$ cat src/rtl/mps_pkg.sv
package mps_pkg;

  localparam int AXES       = 3;
  localparam int SAMPLE_W   = 16;
  localparam int MAG_W      = SAMPLE_W + 1;
  localparam int CNT_W      = 8;
  localparam int CFG_IDX_W  = 3;
  localparam int CFG_DATA_W = 16;

  localparam logic [SAMPLE_W-1:0] OVF_VALUE = 16'h7FFF;
  localparam logic [CNT_W-1:0]    CNT_MAX   = 8'hFF;

  // Axes whose magnitudes feed the mode machine: x and y.
  localparam logic [AXES-1:0] MODE_AXES = 3'b011;

  localparam logic [CFG_IDX_W-1:0] REG_ENTER_THRESH = 3'd0;
  localparam logic [CFG_IDX_W-1:0] REG_EXIT_THRESH  = 3'd1;
  localparam logic [CFG_IDX_W-1:0] REG_ENTER_COUNT  = 3'd2;
  localparam logic [CFG_IDX_W-1:0] REG_MAX_SET_ONLY = 3'd3;
  localparam logic [CFG_IDX_W-1:0] REG_FAIL_LIMIT   = 3'd4;
  localparam logic [CFG_IDX_W-1:0] REG_AUTO_SWITCH  = 3'd5;

  typedef enum logic [1:0] {
    CMD_NONE      = 2'd0,
    CMD_SET_ONLY  = 2'd1,
    CMD_SET_RESET = 2'd2
  } mode_cmd_t;

  typedef enum logic [1:0] {
    SEL_HOLD = 2'd0,
    SEL_OVF  = 2'd1,
    SEL_PASS = 2'd2
  } sel_t;

  typedef struct packed {
    logic above_enter;
    logic below_exit;
  } lane_flags_t;

  typedef struct packed {
    logic [CNT_W-1:0] enter_count;
    logic [CNT_W-1:0] max_set_only;
    logic [CNT_W-1:0] fail_limit;
    logic             auto_switch;
  } merge_cfg_t;

  typedef struct packed {
    logic      recover;
    mode_cmd_t cmd;
    logic      set_only;
  } merge_res_t;

  function automatic logic [CNT_W-1:0] sat_inc(input logic [CNT_W-1:0] v);
    sat_inc = (v == CNT_MAX) ? CNT_MAX : v + 1'b1;
  endfunction

endpackage

$ cat src/rtl/mps_lane.sv
module mps_lane import mps_pkg::*; (
  input  logic                clk,
  input  logic                rst_n,
  input  logic                take,
  input  sel_t                sel,
  input  logic [SAMPLE_W-1:0] sample_in,
  input  logic [SAMPLE_W-1:0] enter_thresh,
  input  logic [SAMPLE_W-1:0] exit_thresh,
  output logic [SAMPLE_W-1:0] sample_out,
  output lane_flags_t         flags
);

  logic [SAMPLE_W-1:0] held_r;
  logic [MAG_W-1:0]    mag;

  always_comb begin
    case (sel)
      SEL_PASS: sample_out = sample_in;
      SEL_OVF:  sample_out = OVF_VALUE;
      SEL_HOLD: sample_out = held_r;
      default:  sample_out = held_r;
    endcase
  end

  assign mag = sample_out[SAMPLE_W-1] ? (MAG_W'(1) << SAMPLE_W) - {1'b0, sample_out}
                                      : {1'b0, sample_out};

  assign flags.above_enter = mag > {1'b0, enter_thresh};
  assign flags.below_exit  = mag < {1'b0, exit_thresh};

  always_ff @(posedge clk) begin
    if (!rst_n) begin
      held_r <= '0;
    end else if (take) begin
      held_r <= sample_out;
    end
  end

endmodule

$ cat src/rtl/mps_merge.sv
module mps_merge import mps_pkg::*; (
  input  logic        clk,
  input  logic        rst_n,
  input  logic        take,
  input  logic        bad_status,
  input  logic        overflow,
  input  lane_flags_t flags [AXES],
  input  merge_cfg_t  cfg,
  output merge_res_t  res
);

  logic [CNT_W-1:0] fail_r, fail_nxt;
  logic [CNT_W-1:0] cnt_r, cnt_nxt, cnt_inc;
  logic             mode_r, mode_nxt;
  logic             any_above, all_below;
  logic             recover;
  mode_cmd_t        cmd;

  always_comb begin
    any_above = 1'b0;
    all_below = 1'b1;
    for (int i = 0; i < AXES; i++) begin
      if (MODE_AXES[i]) begin
        any_above = any_above | flags[i].above_enter;
        all_below = all_below & flags[i].below_exit;
      end
    end
  end

  always_comb begin
    recover  = 1'b0;
    fail_nxt = fail_r;
    if (bad_status) begin
      if (fail_r > cfg.fail_limit) begin
        recover  = 1'b1;
        fail_nxt = '0;
      end else begin
        fail_nxt = sat_inc(fail_r);
      end
    end else if (!overflow) begin
      fail_nxt = '0;
    end
  end

  always_comb begin
    cnt_inc  = sat_inc(cnt_r);
    cnt_nxt  = cnt_r;
    mode_nxt = mode_r;
    cmd      = CMD_NONE;
    if (cfg.auto_switch) begin
      if (!mode_r) begin
        if (any_above) begin
          if (cnt_inc >= cfg.enter_count) begin
            mode_nxt = 1'b1;
            cnt_nxt  = '0;
            cmd      = CMD_SET_ONLY;
          end else begin
            cnt_nxt = cnt_inc;
          end
        end else begin
          cnt_nxt = '0;
        end
      end else begin
        if (all_below || cnt_inc >= cfg.max_set_only) begin
          mode_nxt = 1'b0;
          cnt_nxt  = '0;
          cmd      = CMD_SET_RESET;
        end else begin
          cnt_nxt = cnt_inc;
        end
      end
    end
  end

  assign res = '{recover: recover, cmd: cmd, set_only: mode_nxt};

  always_ff @(posedge clk) begin
    if (!rst_n) begin
      fail_r <= '0;
      cnt_r  <= '0;
      mode_r <= 1'b0;
    end else if (take) begin
      fail_r <= fail_nxt;
      cnt_r  <= cnt_nxt;
      mode_r <= mode_nxt;
    end
  end

endmodule

$ cat src/rtl/magnetometer_sample_qualifier.sv
// A result appears in the output register in the cycle after its request is accepted.
// One request per cycle while out_ready is high; the three axis lanes and the mode merge
// finish in that cycle, and a new request is taken in the cycle the waiting result leaves.
// Reset (synchronous, active low) clears held samples, failure and mode counters,
// selects set-reset mode and loads the configuration registers with their defaults.
module magnetometer_sample_qualifier import mps_pkg::*; (
  input  logic                         clk,
  input  logic                         rst_n,
  input  logic                         in_valid,
  output logic                         in_ready,
  input  logic                         in_status_read_ok,
  input  logic                         in_data_ready,
  input  logic                         in_overflow,
  input  logic                         in_data_read_ok,
  input  logic signed [SAMPLE_W-1:0]   in_x_sample,
  input  logic signed [SAMPLE_W-1:0]   in_y_sample,
  input  logic signed [SAMPLE_W-1:0]   in_z_sample,
  output logic                         out_valid,
  input  logic                         out_ready,
  output logic signed [SAMPLE_W-1:0]   out_x_out,
  output logic signed [SAMPLE_W-1:0]   out_y_out,
  output logic signed [SAMPLE_W-1:0]   out_z_out,
  output logic                         out_recover_request,
  output logic [1:0]                   out_mode_command,
  output logic                         out_set_only_active,
  input  logic                         cfg_valid,
  output logic                         cfg_ready,
  input  logic [CFG_IDX_W-1:0]         cfg_index,
  input  logic [CFG_DATA_W-1:0]        cfg_data
);

  logic [SAMPLE_W-1:0] enter_thresh_r, exit_thresh_r;
  merge_cfg_t          mcfg_r;

  logic                take, bad_status;
  sel_t                sel;
  logic [SAMPLE_W-1:0] lane_in  [AXES];
  logic [SAMPLE_W-1:0] lane_out [AXES];
  lane_flags_t         flags    [AXES];
  merge_res_t          res;

  logic                out_valid_r;
  logic [SAMPLE_W-1:0] x_r, y_r, z_r;
  merge_res_t          res_r;

  assign cfg_ready = 1'b1;
  assign in_ready  = !out_valid_r || out_ready;
  assign take      = in_valid && in_ready;

  assign bad_status = !in_status_read_ok || !in_data_ready;

  always_comb begin
    if (bad_status) begin
      sel = SEL_HOLD;
    end else if (in_overflow) begin
      sel = SEL_OVF;
    end else if (in_data_read_ok) begin
      sel = SEL_PASS;
    end else begin
      sel = SEL_HOLD;
    end
  end

  assign lane_in[0] = in_x_sample;
  assign lane_in[1] = in_y_sample;
  assign lane_in[2] = in_z_sample;

  for (genvar g = 0; g < AXES; g++) begin : g_lane
    mps_lane u_lane (
      .clk          (clk),
      .rst_n        (rst_n),
      .take         (take),
      .sel          (sel),
      .sample_in    (lane_in[g]),
      .enter_thresh (enter_thresh_r),
      .exit_thresh  (exit_thresh_r),
      .sample_out   (lane_out[g]),
      .flags        (flags[g])
    );
  end

  mps_merge u_merge (
    .clk        (clk),
    .rst_n      (rst_n),
    .take       (take),
    .bad_status (bad_status),
    .overflow   (in_overflow),
    .flags      (flags),
    .cfg        (mcfg_r),
    .res        (res)
  );

  always_ff @(posedge clk) begin
    if (!rst_n) begin
      enter_thresh_r      <= 16'd8000;
      exit_thresh_r       <= 16'd6000;
      mcfg_r.enter_count  <= 8'd10;
      mcfg_r.max_set_only <= 8'd100;
      mcfg_r.fail_limit   <= 8'd10;
      mcfg_r.auto_switch  <= 1'b1;
    end else if (cfg_valid && cfg_ready) begin
      case (cfg_index)
        REG_ENTER_THRESH: enter_thresh_r      <= cfg_data;
        REG_EXIT_THRESH:  exit_thresh_r       <= cfg_data;
        REG_ENTER_COUNT:  mcfg_r.enter_count  <= cfg_data[CNT_W-1:0];
        REG_MAX_SET_ONLY: mcfg_r.max_set_only <= cfg_data[CNT_W-1:0];
        REG_FAIL_LIMIT:   mcfg_r.fail_limit   <= cfg_data[CNT_W-1:0];
        REG_AUTO_SWITCH:  mcfg_r.auto_switch  <= cfg_data[0];
        default: ;
      endcase
    end
  end

  always_ff @(posedge clk) begin
    if (!rst_n) begin
      out_valid_r <= 1'b0;
    end else if (take) begin
      out_valid_r <= 1'b1;
    end else if (out_ready) begin
      out_valid_r <= 1'b0;
    end
  end

  always_ff @(posedge clk) begin
    if (take) begin
      x_r   <= lane_out[0];
      y_r   <= lane_out[1];
      z_r   <= lane_out[2];
      res_r <= res;
    end
  end

  assign out_valid           = out_valid_r;
  assign out_x_out           = x_r;
  assign out_y_out           = y_r;
  assign out_z_out           = z_r;
  assign out_recover_request = res_r.recover;
  assign out_mode_command    = res_r.cmd;
  assign out_set_only_active = res_r.set_only;

endmodule
$ cat config.mk
export PLATFORM = sky130hd
export DESIGN_NAME = magnetometer_sample_qualifier
export DESIGN_NICKNAME = d
export VERILOG_FILES = /design/src/rtl/mps_pkg.sv /design/src/rtl/mps_lane.sv /design/src/rtl/mps_merge.sv /design/src/rtl/magnetometer_sample_qualifier.sv
export SDC_FILE = /design/constraint.sdc
export NUM_CORES = 1
export LEC_CHECK = 0
export BUFFER_PORTS_ARGS = -buffer_cell sky130_fd_sc_hd__clkbuf_2
export CAP_MARGIN = 10
export CELL_PAD_IN_SITES_DETAIL_PLACEMENT = 1
export CELL_PAD_IN_SITES_GLOBAL_PLACEMENT = 1
export CORE_UTILIZATION = 30
export CTS_CLUSTER_DIAMETER = 60
export DETAILED_ROUTE_END_ITERATION = 6
export PLACE_DENSITY_LB_ADDON = 0.1
export SLEW_MARGIN = 10
export SYNTH_ARGS = -nofsm -noshare
export SYNTH_HDL_FRONTEND = slang
export SYNTH_SLANG_ARGS = --single-unit
$ cat constraint.sdc
create_clock -name clk -period 5.7 [get_ports clk]
set_input_delay 0.285 -clock clk [delete_from_list [all_inputs] [get_ports clk]]
set_output_delay 0.285 -clock clk [all_outputs]
set_load 0.05 [all_outputs]
# Word-level counts from Yosys, hierarchy flattened

Cells that the tools add are included.

Add/subtract/negate cells: 4
Multiply operators: 0
Divide/modulo/power cells: 0
Order comparisons: 7
Eq/ne operators: 10
Shift operators: 0
Mux-type cells: 29
Bitwise gates (word level): 2
Reduce and logical (&&, ||, !) cells: 17

Operators by type and width:

| kind                   | count |
|---|---|
| $pmux 16 s2            | 3 |
| $mux 8                 | 9 |
| $gt 17x16->1           | 2 |
| $lt 17x16->1           | 2 |
| $mux 17                | 2 |
| $sub 17x16->17 const A | 2 |
| $add 8x1->8 const B    | 2 |
| $eq 8x8->1 const B     | 2 |
| $ge 8x8->1             | 2 |
| $reduce_and 2->1       | 8 |
| $mux 2                 | 6 |
| $mux 1                 | 9 |
| $gt 8x8->1             | 1 |
| $eq 3x2->1 const B     | 2 |
| $eq 3x3->1 const B     | 2 |
| $eq 3x1->1 const B     | 1 |
| $logic_not 1->1        | 3 |
| $logic_not 3->1        | 1 |
| $logic_or 1x1->1       | 3 |
| $eq 2x1->1 const B     | 1 |
| $eq 2x2->1 const B     | 1 |
| $ne 2x1->1 const B     | 1 |
| $reduce_bool 2->1      | 1 |
| $and 1x1->1            | 1 |
| 2 further kinds        | 2 |

Register bits after elaboration: 175
Bits in latches: 0
Bits in writable memories: 0
Memory bits (read-only): 0
Input port bits: 76
Output and inout bits: 55
Logic and storage cells: 88
Memories: 0

# Longest topological paths before layout

Depth after elaboration: 13
Gate-level depth with buffers: 20
Gate-level depth less buffers: 17

# Cells and area by module

A second synthesis with hierarchy kept.

Cells, all modules: 1295
Area, all modules: 11927.7 um2

By module, submodules not included:

| module                          | instances | cells an instance | area an instance (um2) | sequential area each (um2) |
|---|---|---|---|---|
| mps_lane (g_lane[0].u_lane ...) | 2         | 269               | 2138.3                 | 320.3 |
| magnetometer_sample_qualifier   | 1         | 281               | 3887.5                 | 2722.6 |
| mps_lane (g_lane[1].u_lane)     | 1         | 267               | 2068.2                 | 320.3 |
| mps_merge                       | 1         | 209               | 1695.4                 | 340.3 |

# Worst setup path after synthesis

No wires, ideal clock.

Kind: input-to-reg
Start point: in in_overflow
End point: reg res_r (netlist bit out_set_only_active), data pin
Library setup time: 267 ps
Arrival time: 3732 ps
Data required time: 5433 ps
Setup slack: 1701 ps
Stages on the path: 18
Path buffers: 3
Path through: nand4b_1 ha_1 buf_6 buf_8 buf_6 nor2_1 a21oi_2 ha_1 and2_4 a41oi_1 xnor2_1 ha_1 a21oi_1 o21ai_1 a2111oi_1 a211oi_4 o311ai_2 o21ai_1

Cells in the longest elaborated chain, start to end: 12
Elaborated cells on any way between the ends: 21
Classes of those cells: 2 x add/sub; 4 x order compare; 2 x eq/ne; 10 x mux; 2 x bitwise; 1 x reduce/logical

RTL lines:

| what                                            | RTL line                             | text |
|---|---|---|
| start: declaration                              | magnetometer_sample_qualifier.sv:13  | `input logic in_overflow,` |
| $mux 2 (*)                                      | magnetometer_sample_qualifier.sv:55  | `end else if (in_overflow) begin` |
| $mux 2 (*)                                      | magnetometer_sample_qualifier.sv:53  | `if (bad_status) begin` |
| $eq 2x1->1 / $eq 2x2->1 (equally long branches) | mps_lane.sv:17                       | `case (sel)` |
| $pmux 16 s2                                     | mps_lane.sv:17                       |  |
| $sub 17x16->17                                  | mps_lane.sv:25                       | `assign mag = sample_out[SAMPLE_W-1] ? (MAG_W'(1) << SAMPLE_W) - {1'b0, sample_out}` |
| $mux 17                                         | mps_lane.sv:25                       |  |
| $lt 17x16->1                                    | mps_lane.sv:29                       | `assign flags.below_exit = mag < {1'b0, exit_thresh};` |
| $and 1x1->1                                     | mps_merge.sv:25                      | `all_below = all_below & flags[i].below_exit;` |
| $logic_or 1x1->1                                | mps_merge.sv:64                      | `if (all_below \|\| cnt_inc >= cfg.max_set_only) begin` |
| $mux 1                                          | mps_merge.sv:64                      |  |
| $mux 1 (*)                                      | mps_merge.sv:51                      | `if (!mode_r) begin` |
| $mux 1 (*)                                      | mps_merge.sv:50                      | `if (cfg.auto_switch) begin` |
| named net u_merge.mode_nxt                      | mps_merge.sv:14                      | `logic mode_r, mode_nxt;` |
| end signal: assignment                          | magnetometer_sample_qualifier.sv:129 | `res_r <= res;` |
| end: declaration                                | magnetometer_sample_qualifier.sv:44  | `merge_res_t res_r;` |

The timed path passes the listed nets; every way through them passes the cells marked *.
A chain may end at the register's enable or synchronous reset.

# Worst setup path in the final report

Start point: in in_status_read_ok
End point: reg res_r (netlist bit out_set_only_active), data pin

Cells in the longest elaborated chain, start to end: 13
Elaborated cells on any way between the ends: 22
Classes of those cells: 2 x add/sub; 4 x order compare; 2 x eq/ne; 9 x mux; 2 x bitwise; 3 x reduce/logical

RTL lines:

| what                                            | RTL line                            | text |
|---|---|---|
| start: declaration                              | magnetometer_sample_qualifier.sv:11 | `input logic in_status_read_ok,` |
| $logic_not 1->1 (*)                             | magnetometer_sample_qualifier.sv:50 | `assign bad_status = !in_status_read_ok \|\| !in_data_ready;` |
| $logic_or 1x1->1 (*)                            | magnetometer_sample_qualifier.sv:50 |  |
| $mux 2 (*)                                      | magnetometer_sample_qualifier.sv:53 |  |
| $eq 2x1->1 / $eq 2x2->1 (equally long branches) | mps_lane.sv:17                      |  |
| $pmux 16 s2 (*)                                 | mps_lane.sv:17                      |  |
| named net g_lane[0].u_lane.sample_out[3]        | mps_lane.sv:9                       | `output logic [SAMPLE_W-1:0] sample_out,` |
| $sub 17x16->17                                  | mps_lane.sv:25                      |  |
| $mux 17 (*)                                     | mps_lane.sv:25                      |  |
| $lt 17x16->1                                    | mps_lane.sv:29                      |  |
| $and 1x1->1                                     | mps_merge.sv:25                     |  |
| $logic_or 1x1->1                                | mps_merge.sv:64                     |  |
| $mux 1                                          | mps_merge.sv:64                     |  |
| $mux 1 (*)                                      | mps_merge.sv:51                     |  |
| $mux 1 (*)                                      | mps_merge.sv:50                     |  |
| named net u_merge.mode_nxt                      | mps_merge.sv:14                     |  |

Marked as above.

==> metrics <==
Syn Nets 1,366; total grt overflow 0; CP peak stage delay 670 ps; endpoints failing setup 0; Global Route Usage Sum 19.09%; Clk pwr share 39.0%; Hold EP enter_thresh_r[14]$_SDFFE_PN0P_; Sequential Power Share 42.3%; first-pass GRT wire length 49.54 mm; port bufs 129; final hold vios 0; TritonCTS clock tree built; RSZ-0062 raised after global routing false; Avg Synthesized Cell Area 8.383 um^2; Die Y 185.0 um; post-cts resize count 0; crit end category flop; switching power 1.032 mW; hold path startpoint cfg_data[14]; dpl hpwl 23.78 mm; RD Place Congestion 0.8882; Syn Std Cell Area 10,040 um^2; row count 66; drt drc 0; I/O pin cnt 131; VDD IR-drop max 0.2131 mV; Hold Crit Class in2reg; CP max-delay cell a2111oi_1; Main synth FF type dfxtp_1; max-cap check violation count 0; delay-heaviest family, CP compound AO/OA/AOI/OAI gates; Core Area 32,700 um^2; CP bufs+invs 3; Switching Share 32.47%; largest net degree at the start of global routing 69; Max Clock Skew 13.45 ps; cells on worst reg2reg path 12; Slew Viols, Final 0; synthesized flop and latch total 175; cts bufs inserted 17; Crit Path Max Fanout 29; initial antenna violation count 0; Util after Layout 35.87%; Post-synth EDFFs 52; cell repeated most along the worst path o21ai_1; pwr/cell area 270.9 nW/um^2; RR Endpoint out_set_only_active$_DFFE_PP_; Worst setup SP type primary input; cells after synthesis 1,198; Fmax 218.1 MHz; Synth cell types 76; Root Buffer clkbuf_16; wire per inst 18.00 um; htree depth 4; YS warnings 0; final period utilization 80.46%; share of cells above drive strength 1 16.96%; maximum clock path buffer count 2; Hold Crit Depth 3; static leakage 4.855 nW; initial core utilization 30.71%; drt initial violations 329; Die X 185.0 um; area grow syn2layout 16.81%; Internal Power 2.146 mW; WP data arrival 4770 ps; combinational power share 18.7%; CTS clk-pin slew, worst paths 80 ps; Synth area leaders dfxtp_1 (25%), edfxtp_1 (16%), ha_1 (11%); min Tclk post-route 4586 ps; most frequent cells after synthesis nand2_1 (241), a21oi_1 (164), dfxtp_1 (123); Tightest Pin Transition 999.9 ps; TritonCTS sink count 175; Req. time, crit path 5880 ps; post-CTS setup repair buffer count 0; setup TNS 0 ps; Fillers 3,948; Routed Antenna Nets 0; count leader, synth nand2_1; worst reg2reg setup slack 1980 ps; Total Die Area 34,210 um^2; cell taking the most area after synthesis dfxtp_1; post-synthesis sequential area ratio 40.06%; WL final 31.73 mm; RR Startpoint g_lane[0].u_lane.held_r[0]$_SDFFE_PN0P_; status complete, no violations; Worst-Skew Late Latency 450 ps; top cell type's share of synthesized area 24.52%; CTS Hold Bufs 0; Synth async-reset ratio 0%; final net count 1,476; via density per instance 4.943; First-pass DRT Iterations 4; slew margin rel. 32.82%; CP Cell Sequence clkbuf_2 > and3_1 > inv_1 > ha_2 > buf_4 > a21oi_1 > o21ai_1 > nor3_2 > and2_4 > a41oi_1 > xnor2_1 > ha_1 > a21oi_1 > o21ai_1 > a2111oi_1 > a211oi_4 > o311ai_2 > o21ai_1; DR vias 8,715; Crit Path Category in2reg; Antenna diodes 0; vias in the first global route 8,754
[metrics by stage]
| stage | setup slack [ps] | cells | instance area, um^2 | hold slack [ps] | power [mW] |
|---|---|---|---|---|---|
| 2_1_floorplan | 1701 | 1198 | 10040 | 373.9 | 1.782 |
| 3_3_place_gp | 856.3 | 1731 | 11120 | 443.4 | 1.967 |
| 3_5_place_dp | 708.2 | 1731 | 11120 | 447.9 | 1.972 |
| 4_1_cts | 1181 | 1763 | 11730 | 48.43 | 3.227 |
| 5_1_grt | 804.8 | 1763 | 11730 | 56.40 | 3.332 |
| 6_report | 1114 | 1763 | 11730 | 64.84 | 3.178 |
[state kept, by name (all words and copies together) (netlist names), 2 cells and up]
signal / count
g_lane.u_lane.held_r: 48
mcfg_r: 25
enter_thresh_r: 16
exit_thresh_r: 16
out_x_out: 16
out_y_out: 16
out_z_out: 16
u_merge.cnt_r: 8
u_merge.fail_r: 8
out_mode_command: 2
[power by group through the flow]
stage,logic (mW),registers (mW),clock network (mW)
2_1_floorplan,0.329,1.45,0
3_3_place_gp,0.593,1.37,0
3_5_place_dp,0.598,1.37,0
4_1_cts,0.601,1.35,1.28
5_1_grt,0.657,1.35,1.33
6_report,0.594,1.35,1.24
[worst reg2reg max path, cell delays in order, from the launching register on]
cell and delay, ps:
dfxtp_1 330, o21ai_2 360, ha_1 270, and2_4 190, a41oi_1 150, xnor2_1 280
ha_1 320, a21oi_1 150, o21ai_1 100, a2111oi_1 670, a211oi_4 220, o311ai_2 290
o21ai_1 120
[per-layer routing]
layer	wire length (um)	track usage, %	share of wire, %	vias up
met5	0	0	0	-
met4	356	5.124	1.1	0
met3	1273	4.267	4.0	20
met2	14330	30.36	45	118
met1	15780	25.85	50	4179
li1	-	-	-	4398
[final cells by class]
type	instances	area, um^2	share of cell area [%]
clock buffers	17	425.4	3.626
clock inverters	15	188.9	1.610
inverters	92	360.3	3.072
multi-input cells	871	5356	45.66
flip-flops and latches	175	4024	34.30
well taps	442	553.0	4.714
repair buffers	151	823.3	7.018
[cells in the final DEF (no fill, tap or decap), types with 21 or more instances in the layout]
| master | count |
|---|---|
| inv_1 | 88 |
| nor2_1 | 68 |
| nand3_1 | 33 |
| a21oi_1 | 164 |
| clkbuf_2 | 129 |
| o211ai_1 | 30 |
| buf_4 | 21 |
| nand2_1 | 240 |
| xnor2_1 | 21 |
| ha_1 | 90 |
| dfxtp_1 | 123 |
| o21ai_0 | 53 |
| edfxtp_1 | 52 |
[logic make-up after synthesis]
family | Yosys count | synth area share, %
compound gates | 337 | 20.42
xor+xnor | 29 | 2.529
fa+ha+maj | 92 | 11.46
buf+inv | 152 | 6.727
flops | 175 | 40.06
mux | 1 | 0.09967
other cells | 1 | 0.03734
simple gates | 411 | 18.66
[worst max-delay path by stage]
stage | startpoint | to | slack (ps) | depth (start not counted)
after CTS | in_status_read_ok | out_set_only_active$_DFFE_PP_ | 1180 | 18
after floorplan | in_overflow | out_set_only_active$_DFFE_PP_ | 1700 | 18
after global placement | in_status_read_ok | out_set_only_active$_DFFE_PP_ | 860 | 17
after detailed placement | in_status_read_ok | out_set_only_active$_DFFE_PP_ | 710 | 18
final | in_status_read_ok | out_set_only_active$_DFFE_PP_ | 1110 | 18
after global routing | in_status_read_ok | out_set_only_active$_DFFE_PP_ | 800 | 18
Note: power is estimated with default switching activity, not from simulation.
